## src/epsm_pkg.sv

```systemverilog
`timescale 1ns / 1ps

package epsm_pkg;

  // fixed field widths
  localparam int unsigned DATA_W = 32;
  localparam int unsigned OVF_W  = 16;
  localparam int unsigned EDGE_W = 8;
  localparam int unsigned ADDR_W = 3;

  // register map, word index taken from paddr[2]
  localparam logic REG_NUMERATOR = 1'b0;
  localparam logic REG_EDGES     = 1'b1;

  localparam logic [DATA_W-1:0] NUMERATOR_RST = 32'd60000000;
  localparam logic [EDGE_W-1:0] EDGES_RST     = 8'd5;
  localparam logic [EDGE_W-1:0] EDGES_MIN     = 8'd2;

  // divider state
  typedef enum logic [2:0] {
    DIV_IDLE = 3'b001,
    DIV_RUN  = 3'b010,
    DIV_DONE = 3'b100
  } div_state_t;

  // divider status seen by the top level
  typedef struct packed {
    logic busy;
    logic done;
  } div_stat_t;

endpackage

```

## src/epsm_div.sv

```systemverilog
`timescale 1ns / 1ps

module epsm_div
  import epsm_pkg::*;
(
  input  logic              clk,
  input  logic              rst,
  input  logic              start,
  input  logic [DATA_W-1:0] dividend,
  input  logic [DATA_W-1:0] divisor,
  input  logic              take,
  output div_stat_t         stat,
  output logic [DATA_W-1:0] quotient
);

  localparam int unsigned CNT_W = $clog2(DATA_W);

  div_state_t        state;
  div_state_t        state_next;
  logic [CNT_W-1:0]  step;
  logic [DATA_W-1:0] rem;
  logic [DATA_W-1:0] quo;
  logic [DATA_W-1:0] dvs;
  logic [DATA_W:0]   trial;
  logic [DATA_W+1:0] diff;
  logic              fits;

  // one quotient bit per cycle: shift in a dividend bit, try the subtract
  assign trial = {rem, quo[DATA_W-1]};
  assign diff  = {1'b0, trial} - {2'b00, dvs};
  assign fits  = ~diff[DATA_W+1];

  // sequencer
  always_comb begin
    state_next = state;
    case (state)
      DIV_IDLE: begin
        if (start) state_next = DIV_RUN;
      end
      DIV_RUN: begin
        if (step == CNT_W'(DATA_W - 1)) state_next = DIV_DONE;
      end
      DIV_DONE: begin
        if (take) state_next = DIV_IDLE;
      end
      default: state_next = DIV_IDLE;
    endcase
  end

  always_ff @(posedge clk) begin
    if (rst) begin
      state <= DIV_IDLE;
    end else begin
      state <= state_next;
    end
  end

  // datapath shift registers
  always_ff @(posedge clk) begin
    if (state == DIV_IDLE && start) begin
      rem  <= '0;
      quo  <= dividend;
      dvs  <= divisor;
      step <= '0;
    end else if (state == DIV_RUN) begin
      rem  <= fits ? diff[DATA_W-1:0] : trial[DATA_W-1:0];
      quo  <= {quo[DATA_W-2:0], fits};
      step <= step + CNT_W'(1);
    end
  end

  assign stat.busy = (state != DIV_IDLE);
  assign stat.done = (state == DIV_DONE);
  assign quotient  = quo;

endmodule

```

## src/encoder_period_speed_meter.sv

```systemverilog
`timescale 1ns / 1ps
// channel   direction  handshake            payload
// in        input      in_valid / in_stall  tick, encoder_edge
// out       output     out_valid/out_stall  speed, period, zero_period
// cfg       input      apb write/read       numerator @0x0, edges_per_window @0x4
//
// an item that does not close a window is taken every cycle while in_stall is low
// an item that closes a window starts a radix-2 divide of 32 steps in epsm_div;
// in_stall stays high through the divide and the done state, longer while
// the result waits on a stalled output register
// rst is synchronous and clears counters, config registers, out_valid and the divider sequencer

module encoder_period_speed_meter
  import epsm_pkg::*;
#(
  parameter int unsigned TIMER_BITS = 16
) (
  input  logic              clk,
  input  logic              rst,
  // input items
  input  logic              in_valid,
  output logic              in_stall,
  input  logic              tick,
  input  logic              encoder_edge,
  // result items
  output logic              out_valid,
  input  logic              out_stall,
  output logic [DATA_W-1:0] speed,
  output logic [DATA_W-1:0] period,
  output logic              zero_period,
  // configuration
  input  logic              psel,
  input  logic              penable,
  input  logic              pwrite,
  input  logic [ADDR_W-1:0] paddr,
  input  logic [DATA_W-1:0] pwdata,
  output logic [DATA_W-1:0] prdata,
  output logic              pready
);

  localparam int unsigned PER_W = OVF_W + TIMER_BITS;
  localparam int unsigned EXT_W = (PER_W > DATA_W) ? PER_W : DATA_W + 1;

  logic [DATA_W-1:0]     numerator;
  logic [EDGE_W-1:0]     edges_per_window;
  logic [TIMER_BITS-1:0] tick_count;
  logic [TIMER_BITS-1:0] tick_count_next;
  logic [OVF_W-1:0]      overflow_count;
  logic [OVF_W-1:0]      overflow_count_next;
  logic [EDGE_W-1:0]     edge_count;
  logic [EDGE_W-1:0]     edge_inc;
  logic [EDGE_W-1:0]     limit;
  logic [EXT_W-1:0]      period_ext;
  logic [DATA_W-1:0]     period_sat;
  logic [DATA_W-1:0]     cap_period;
  logic                  cap_zero;
  logic                  in_take;
  logic                  capture;
  logic                  out_load;
  div_stat_t             div_stat;
  logic [DATA_W-1:0]     quotient;

  // config port
  assign pready = 1'b1;

  always_ff @(posedge clk) begin
    if (rst) begin
      numerator        <= NUMERATOR_RST;
      edges_per_window <= EDGES_RST;
    end else if (psel && penable && pwrite) begin
      case (paddr[2])
        REG_NUMERATOR: numerator        <= pwdata;
        REG_EDGES:     edges_per_window <= pwdata[EDGE_W-1:0];
        default: ;
      endcase
    end
  end

  always_comb begin
    case (paddr[2])
      REG_NUMERATOR: prdata = numerator;
      REG_EDGES:     prdata = DATA_W'(edges_per_window);
      default:       prdata = '0;
    endcase
  end

  // timer advance on a tick, overflow count saturates
  always_comb begin
    tick_count_next     = tick_count;
    overflow_count_next = overflow_count;
    if (tick) begin
      tick_count_next = tick_count + TIMER_BITS'(1);
      if (tick_count == '1 && overflow_count != '1) begin
        overflow_count_next = overflow_count + OVF_W'(1);
      end
    end
  end

  // edge bookkeeping
  assign edge_inc = edge_count + EDGE_W'(1);
  assign limit    = (edges_per_window < EDGES_MIN) ? EDGES_MIN : edges_per_window;
  assign in_take  = in_valid && !in_stall;
  assign capture  = in_take && encoder_edge && edge_inc != EDGE_W'(1) && edge_inc >= limit;

  // period from the counts after this beat's tick, clipped to 32 bits
  assign period_ext = EXT_W'({overflow_count_next, tick_count_next});
  assign period_sat = (|period_ext[EXT_W-1:DATA_W]) ? '1 : period_ext[DATA_W-1:0];

  always_ff @(posedge clk) begin
    if (rst) begin
      tick_count     <= '0;
      overflow_count <= '0;
      edge_count     <= '0;
    end else if (in_take) begin
      tick_count     <= tick_count_next;
      overflow_count <= overflow_count_next;
      if (encoder_edge) begin
        if (edge_inc == EDGE_W'(1)) begin
          tick_count     <= '0;
          overflow_count <= '0;
          edge_count     <= edge_inc;
        end else if (capture) begin
          edge_count <= '0;
        end else begin
          edge_count <= edge_inc;
        end
      end
    end
  end

  // captured period waits beside the divider
  always_ff @(posedge clk) begin
    if (capture) begin
      cap_period <= period_sat;
      cap_zero   <= (period_sat == '0);
    end
  end

  // divide by zero yields all ones, matching the saturated speed
  epsm_div u_div (
    .clk      (clk),
    .rst      (rst),
    .start    (capture),
    .dividend (numerator),
    .divisor  (period_sat),
    .take     (out_load),
    .stat     (div_stat),
    .quotient (quotient)
  );

  assign in_stall = div_stat.busy;

  // output register
  assign out_load = div_stat.done && (!out_valid || !out_stall);

  always_ff @(posedge clk) begin
    if (rst) begin
      out_valid <= 1'b0;
    end else if (out_load) begin
      out_valid <= 1'b1;
    end else if (!out_stall) begin
      out_valid <= 1'b0;
    end
  end

  always_ff @(posedge clk) begin
    if (out_load) begin
      speed       <= quotient;
      period      <= cap_period;
      zero_period <= cap_zero;
    end
  end

endmodule

```

## config.mk

```make
export PLATFORM = sky130hd
export DESIGN_NAME = encoder_period_speed_meter
export DESIGN_NICKNAME = d
export VERILOG_FILES = /design/src/epsm_pkg.sv /design/src/epsm_div.sv /design/src/encoder_period_speed_meter.sv
export SDC_FILE = /design/constraint.sdc
export NUM_CORES = 1
export LEC_CHECK = 0
export BUFFER_PORTS_ARGS = -buffer_cell sky130_fd_sc_hd__buf_2
export CAP_MARGIN = 40
export CORE_ASPECT_RATIO = 2
export CORE_MARGIN = 1
export CORE_UTILIZATION = 45
export CTS_BUF_LIST = sky130_fd_sc_hd__clkbuf_4 sky130_fd_sc_hd__clkbuf_8 sky130_fd_sc_hd__clkbuf_16
export CTS_CLUSTER_SIZE = 24
export DETAILED_ROUTE_END_ITERATION = 7
export PLACE_DENSITY = 0.74
export SKIP_LAST_GASP = 1
export SLEW_MARGIN = 30
export SYNTH_ARGS = -nofsm -noshare
export SYNTH_HDL_FRONTEND = slang
export SYNTH_SLANG_ARGS = --single-unit
```

## constraint.sdc

```tcl
create_clock -name clk -period 5.56 [get_ports clk]
set_input_delay 0.834 -clock clk [delete_from_list [all_inputs] [get_ports clk]]
set_output_delay 0.834 -clock clk [all_outputs]
set_load 0.1 [all_outputs]
```

[Word level (Yosys, flattened, before mapping)]
Index checks and enable logic that the tools add are counted.
Word-level totals
  bits in registers: 283
  latch bits: 0
  bits in writable memories: 0
  ROM bits: 0
  input bits: 44
  output and inout bits: 100
  memories: 0
Cells by class
  add/sub/neg operators: 5
  multiply operators: 0
  divide/modulo/power cells: 0
  order comparisons: 2
  eq/ne operators: 13
  shift operators: 0
  mux-type cells: 20
  bitwise gates (word level): 2
  reduce and logical (&&, ||, !) cells: 19
Operators with widths (number)
  $mux W16: 7
  $mux W32: 3
  $pmux W32 S2: 1
  $sub A33 B32 Y34: 1
  $add A16 B1 Y16 const B: 2
  $logic_not A32 Y1: 1
  $mux W8: 3
  $eq A16 B16 Y1 const B: 1
  $ne A16 B16 Y1 const B: 1
  $logic_and A1 B1 Y1: 9
  $mux W3: 3
  $pmux W3 S3: 1
  $add A8 B1 Y8 const B: 1
  $eq A8 B1 Y1 const B: 1
  $ge A8 B8 Y1: 1
  $lt A8 B2 Y1 const B: 1
  $ne A8 B1 Y1 const B: 1
  $ne A2 B1 Y1 const B: 3
  $reduce_and A2 Y1: 3
  $add A5 B1 Y5 const B: 1
  $eq A5 B5 Y1 const B: 1
  $eq A3 B1 Y1 const B: 1
  $eq A3 B2 Y1 const B: 1
  $eq A3 B3 Y1 const B: 1
  8 further kinds: 12

[Logic depth before layout (Yosys ltp)]
  word-level depth: 8
  mapped depth: 15
  mapped depth without buffers: 14

[Cells and area by module]
A second synthesis with hierarchy kept.
Unflattened totals
  cells, all modules: 1281
  area total of the unflattened synthesis: 13227.7 um^2
By module, submodules not included
  encoder_period_speed_meter: instances 1, cells each 668, area each 7399.6 um^2, seq. area each 4564.4 um^2
  epsm_div: instances 1, cells each 613, area each 5828.1 um^2, seq. area each 2722.6 um^2

[Worst setup path after synthesis]
OpenSTA, ideal clock, no wires.
  path type: input to register
  start: input port out_stall
  end: register period[0] (enable)
  library setup time: 0.509 ns
  arrival: 4.013 ns
  data required time: 5.051 ns
  slack: 1.038 ns
  cell stages on the path: 1
  buffers on the path: 0
  cells stage by stage: a21oi_1
On the way
  longest elaborated chain between the ends: 3
Ends and longest elaborated chain
  from (decl): RTL line encoder_period_speed_meter.sv:27  | input logic out_stall,
  $logic_not A1 Y1
  $logic_or A1 B1 Y1: RTL line encoder_period_speed_meter.sv:154  | assign out_load = div_stat.done && (!out_valid || !out_stall);
  $logic_and A1 B1 Y1: RTL line encoder_period_speed_meter.sv:154
  to (signal assigned): RTL line encoder_period_speed_meter.sv:169  | period <= cap_period;
  to (decl): RTL line encoder_period_speed_meter.sv:29  | output logic [DATA_W-1:0] period,
Every way passes these cells.
A chain may end at the register's enable or synchronous reset.

[Final worst setup path]
  start: register edge_count[0]
  end: register u_div.quo[13], in the netlist u_div.quotient[13] (enable)
On the way
  longest elaborated chain between the ends: 6
  elaborated cells on any way between the ends: 7
  classes of those cells: add/sub: 1; order compare: 1; eq/ne: 1; reduce/logical: 4
Ends and longest elaborated chain
  from (decl): RTL line encoder_period_speed_meter.sv:50  | logic [EDGE_W-1:0] edge_count;
  from (signal assigned): RTL line encoder_period_speed_meter.sv:121  | edge_count <= edge_inc;
  from (signal assigned): RTL line encoder_period_speed_meter.sv:125  | edge_count <= edge_inc;
  $add A8 B1 Y8 *: RTL line encoder_period_speed_meter.sv:100  | assign edge_inc = edge_count + EDGE_W'(1);
  parallel branches: the longest is 2 deep, another holds $ge A8 B8 Y1
  $logic_and A1 B1 Y1 *: RTL line encoder_period_speed_meter.sv:103  | assign capture = in_take && encoder_edge && edge_inc != EDGE_W'(1) && edge_inc >= limit;
  $logic_and A1 B1 Y1 *: RTL line epsm_div.sv:60  | if (state == DIV_IDLE && start) begin
  $reduce_bool A2 Y1 (no line) *
  to (signal assigned): RTL line epsm_div.sv:62  | quo <= dividend;
  to (signal assigned): RTL line epsm_div.sv:67  | quo <= {quo[DATA_W-2:0], fits};
  to (decl): RTL line epsm_div.sv:22  | logic [DATA_W-1:0] quo;
Every way passes the cells marked *.

==> results by stage <==
Finish:
- The multi-input combinational cells in the finished layout cover a total of approximately 5800 sq um.
- The signed area change from the synthesized netlist to the final layout is 13.5%.
- Leaving out filler cells and counting taps, the final layout contains approximately 1,900.
- Counting the fill cells in the layout gives 2,676.
- The final cell area excluding filler cells is between 15,000 and 20,000 sq um.
- The count of inserted antenna diode cells is 0.
- The fraction of layout cells with a size suffix above 1 is 15.7%.
- The final net count is 1,585.
- The area of all sequential standard cells is ~7300 sq um.

STA:
- The final hold violation count is 0.
- The worst clock skew on the final layout is 0.0301 ns.
- The normalized max-slew margin is 44.3%.
- The max-slew violation total from the final report is 0.
- The worst path setup slack after routing is ~1.9 ns.
- The transition at the pin with the smallest max-transition slack is 0.827 ns.
- The portion of the clock cycle consumed by the worst path in the final layout is 66.2%.
- Setup repair after global routing left no endpoint under its margin.
- Setup total negative slack on the finished layout was measured at 0 ns.
- Derived from the worst setup path, the maximum achievable clock frequency is 0.272 GHz.
- The count of endpoints failing setup in the final report is 0.
- Subtracting the final worst setup slack from the clock period gives 3.68 ns.

Synth:
- The sequential area share after synthesis is 53.6%.
- The number of instances in the synthesized netlist is 1,390.
- The commonest cells after synthesis are sky130_fd_sc_hd__nand2_1, sky130_fd_sc_hd__edfxtp_1, sky130_fd_sc_hd__dfxtp_1.
- After synthesis the netlist holds a flip-flop and latch count of 283.
- The mapped netlist covers 13,600 sq um.
- The number of different library cells in the post-synthesis netlist is 79.
- In the post-synthesis netlist, the biggest area contributors are sky130_fd_sc_hd__edfxtp_1, sky130_fd_sc_hd__dfxtp_1, sky130_fd_sc_hd__nand2_1.
- The largest total area in the synthesized netlist belongs to sky130_fd_sc_hd__edfxtp_1.
- sky130_fd_sc_hd__nand2_1 is the most common cell in the netlist.
- Among all flip-flop cells after synthesis, the most frequent one is sky130_fd_sc_hd__edfxtp_1.
- Yosys printed 0 warnings.
- The synthesized design contains 162 enable-type register cells.
- In this run the mean area of a mapped cell was roughly 10 sq um.
- The number of nets in the synthesized netlist is 1,481.
- The share of Yosys cell area claimed by the top area cell type is 35.8%.
- The share of flip-flops with an asynchronous set or reset after synthesis is 0%.

Pwr:
- In this run switching power makes up 26.8% of total power.
- Power spread over the standard cell area amounts to between 300 and 400 nW/um^2.
- The internal portion of the total power is 3.52 mW.
- The completed layout was analyzed and its total power is 4.81 mW.
- The clock share of power is 37.4%.
- Per report_power, the combinational group accounts for 15.2% of the total.
- The standby leakage power is between 6 and 7 nW.
- The analysis attributes to net switching a power of 1.29 mW.
- Registers are responsible for 47.4% of the overall power.
- The maximum VDD drop is 318 uV.

Clocking:
- The hold buffer count at CTS is 0.
- TritonCTS built the clock tree.
- CTS built an H-tree with a depth of 1.
- The source-to-sink clock delay at the later pin of the worst-skew pair is 0.56 ns.
- The sink count of the clock tree is 283.
- Buffers added to address setup during post-CTS repair amount to 0.
- In this run the clock root is driven by a sky130_fd_sc_hd__clkbuf_16.
- The count of cells resized by post-cts repair is 0.
- The clock-pin slew on the worst setup and hold paths is 0.07 ns.
- The CTS buffer count is 25.
- No sink is reached through more buffers than the 3 on the longest clock path.

Detailed routing:
- The routed design has 32,400 microns of wire.
- The number of DRC violations after detailed-routing iteration 0 is 562.
- The number of remaining DRC errors is 6.
- The iteration count of the initial detailed-routing pass is 7.
- The detail route stage leaves a number of antenna-violating nets equal to 0.
- The average wire per standard cell is ~17 microns.
- The vias after detailed routing is 10,500.
- The via density per instance is 5.58.

Setup path:
- The worst setup path is of the flip-flop to flip-flop kind.
- The type of destination of the critical path is a flip-flop.
- The kind of start point of the critical path is a flip-flop.
- The critical path data arrival time is 3.89 ns.
- The data required time of the worst path is 5.77 ns.
- In this run the worst path has a maximum fanout of 32.

Global route:
- Entering global routing, the biggest net connects 76 pins.
- The first global-routing pass estimated 51,300 microns of wire.
- The via count of the first global-routing pass came to 10,500.
- After global routing the overflow that remains totals 0.
- The global router's overall resource usage is 20.8%.
- The initial antenna violation count came to 0.

Die:
- The core region is about 30,000 sq um.
- The initial cell density of the core is 45.9%.
- The width of the die is approximately 120 microns.
- The height of the chip is 248 microns.
- The floorplan has 89 rows.
- The floorplan step defined a die boundary enclosing 31,000 sq um.
- The number of placed I/O pins is 144.

Status:
- The run finished, with violations left.
- The checks that failed: design-rule violations.

Place:
- Summed over all nets, the half-perimeter wirelength after detailed placement is 22,900 microns.
- Including well taps, the total number of placed cells is 1,831.
- Summing all placed instances gives a cell area of around 15,000 sq um.
- The number of buffers added on ports is 140.
- The pre-CTS setup slack is about 1.9 ns.
- The congestion estimate from routability-driven global placement came to about 0.90.

Flow run:
- The number of maximum-capacitance violations is 0.

Min path:
- The class of the most critical hold timing path is flip-flop to flip-flop.
[worst paths after layout]
path	startpoint	to	slack (ns)	cells past startpoint
setup / recovery	edge_count[0]$_SDFFE_PP0P_	u_div.quotient[13]$_DFFE_PP_	1.88	12
hold / removal	cap_period[8]$_DFFE_PP_	period[8]$_DFFE_PP_	0.41	0
setup reg to reg	edge_count[0]$_SDFFE_PP0P_	u_div.quotient[13]$_DFFE_PP_	1.88	12
hold reg to reg	cap_period[8]$_DFFE_PP_	period[8]$_DFFE_PP_	0.41	0
[flip-flops by register name (all words and copies together), names as in the netlist, 16 cells and up]
signal	count
speed	32
u_div.quotient	32
overflow_count	16
cap_period	32
numerator	32
u_div.rem	32
period	32
tick_count	16
u_div.dvs	32
[layer usage]
metal | GRT usage, % | part of all wire, % | vias to the layer above
met4 | 12.4 | 5.5 | 0
met5 | 0 | 0 | -
met1 | 20.5 | 35 | 4952
li1 | - | - | 5106
met3 | 3.47 | 5.7 | 110
met2 | 40.5 | 54 | 304
[cell type report]
class,count,area share (%)
tap,364,2.95
sequential,283,47.2
multi-input combinational,976,37.5
clock inverter,15,1.21
inverter,55,1.34
clock buffer,31,4.35
timing repair buffer,153,5.38
[power by group through the flow]
stage                     logic [mW]  clock network (mW)  registers (mW)
after floorplan                0.562                   0            2.31
after global routing           0.800                1.91            2.28
after CTS                      0.725                1.83            2.28
final                          0.730                1.80            2.28
after detailed placement       0.721                   0            2.32
after global placement         0.707                   0            2.32
[critical path: stages, from the launching register on]
cell,delay (ns)
sky130_fd_sc_hd__dfxtp_1,0.43
sky130_fd_sc_hd__ha_1,0.33
sky130_fd_sc_hd__nand3_1,0.13
sky130_fd_sc_hd__xnor2_1,0.16
sky130_fd_sc_hd__ha_1,0.32
sky130_fd_sc_hd__nand3_1,0.07
sky130_fd_sc_hd__o211a_1,0.21
sky130_fd_sc_hd__a21oi_1,0.43
sky130_fd_sc_hd__nand2_2,0.41
sky130_fd_sc_hd__inv_2,0.22
sky130_fd_sc_hd__nor2_4,0.15
sky130_fd_sc_hd__inv_1,0.09
sky130_fd_sc_hd__buf_4,0.38
[kinds of logic after synthesis]
family,synth area share [%]
AND/OR/NAND/NOR,21.4
flip-flops,53.6
AO/OA/AOI/OAI,11.2
buffers and inverters,4.03
XOR/XNOR,4.44
adder cells (fa/ha/maj),4.38
multiplexers,0.902
other,0.0276
[through the flow]
step	utilization [%]	hold slack, ns
after detailed placement	49.2	0.405
after floorplan	-	0.400
final	52.1	0.414
after global placement	49.1	0.403
after CTS	52.1	0.419
after global routing	52.1	0.429
[placed cells by master, fill, tap and decap left out, types with 7 or more instances in the layout]
master	netlist	final
sky130_fd_sc_hd__nand3_1	102	102
sky130_fd_sc_hd__a21oi_1	103	102
sky130_fd_sc_hd__o21a_1	8	8
sky130_fd_sc_hd__a21o_1	18	18
sky130_fd_sc_hd__nand2_1	267	266
sky130_fd_sc_hd__mux2_2	10	10
sky130_fd_sc_hd__a31oi_1	12	11
sky130_fd_sc_hd__and3_1	16	16
sky130_fd_sc_hd__buf_2	24	140
sky130_fd_sc_hd__clkbuf_16	0	25
sky130_fd_sc_hd__edfxtp_1	162	162
sky130_fd_sc_hd__nor2_1	67	65
sky130_fd_sc_hd__xor2_1	27	27
sky130_fd_sc_hd__buf_4	5	10
sky130_fd_sc_hd__and2_1	9	9
sky130_fd_sc_hd__ha_1	46	46
sky130_fd_sc_hd__or3_1	12	12
sky130_fd_sc_hd__o21ai_0	44	44
sky130_fd_sc_hd__inv_1	54	54
sky130_fd_sc_hd__a22oi_1	9	9
sky130_fd_sc_hd__nand4_1	19	19
sky130_fd_sc_hd__o211ai_1	8	8
sky130_fd_sc_hd__nor3_1	20	20
sky130_fd_sc_hd__nand2b_1	7	7
sky130_fd_sc_hd__nand3b_1	18	18
sky130_fd_sc_hd__dfxtp_1	121	121
sky130_fd_sc_hd__xnor2_1	40	40
sky130_fd_sc_hd__nor2b_1	27	27
sky130_fd_sc_hd__a32oi_1	8	8
Note: power is estimated with default switching activity, not from simulation.
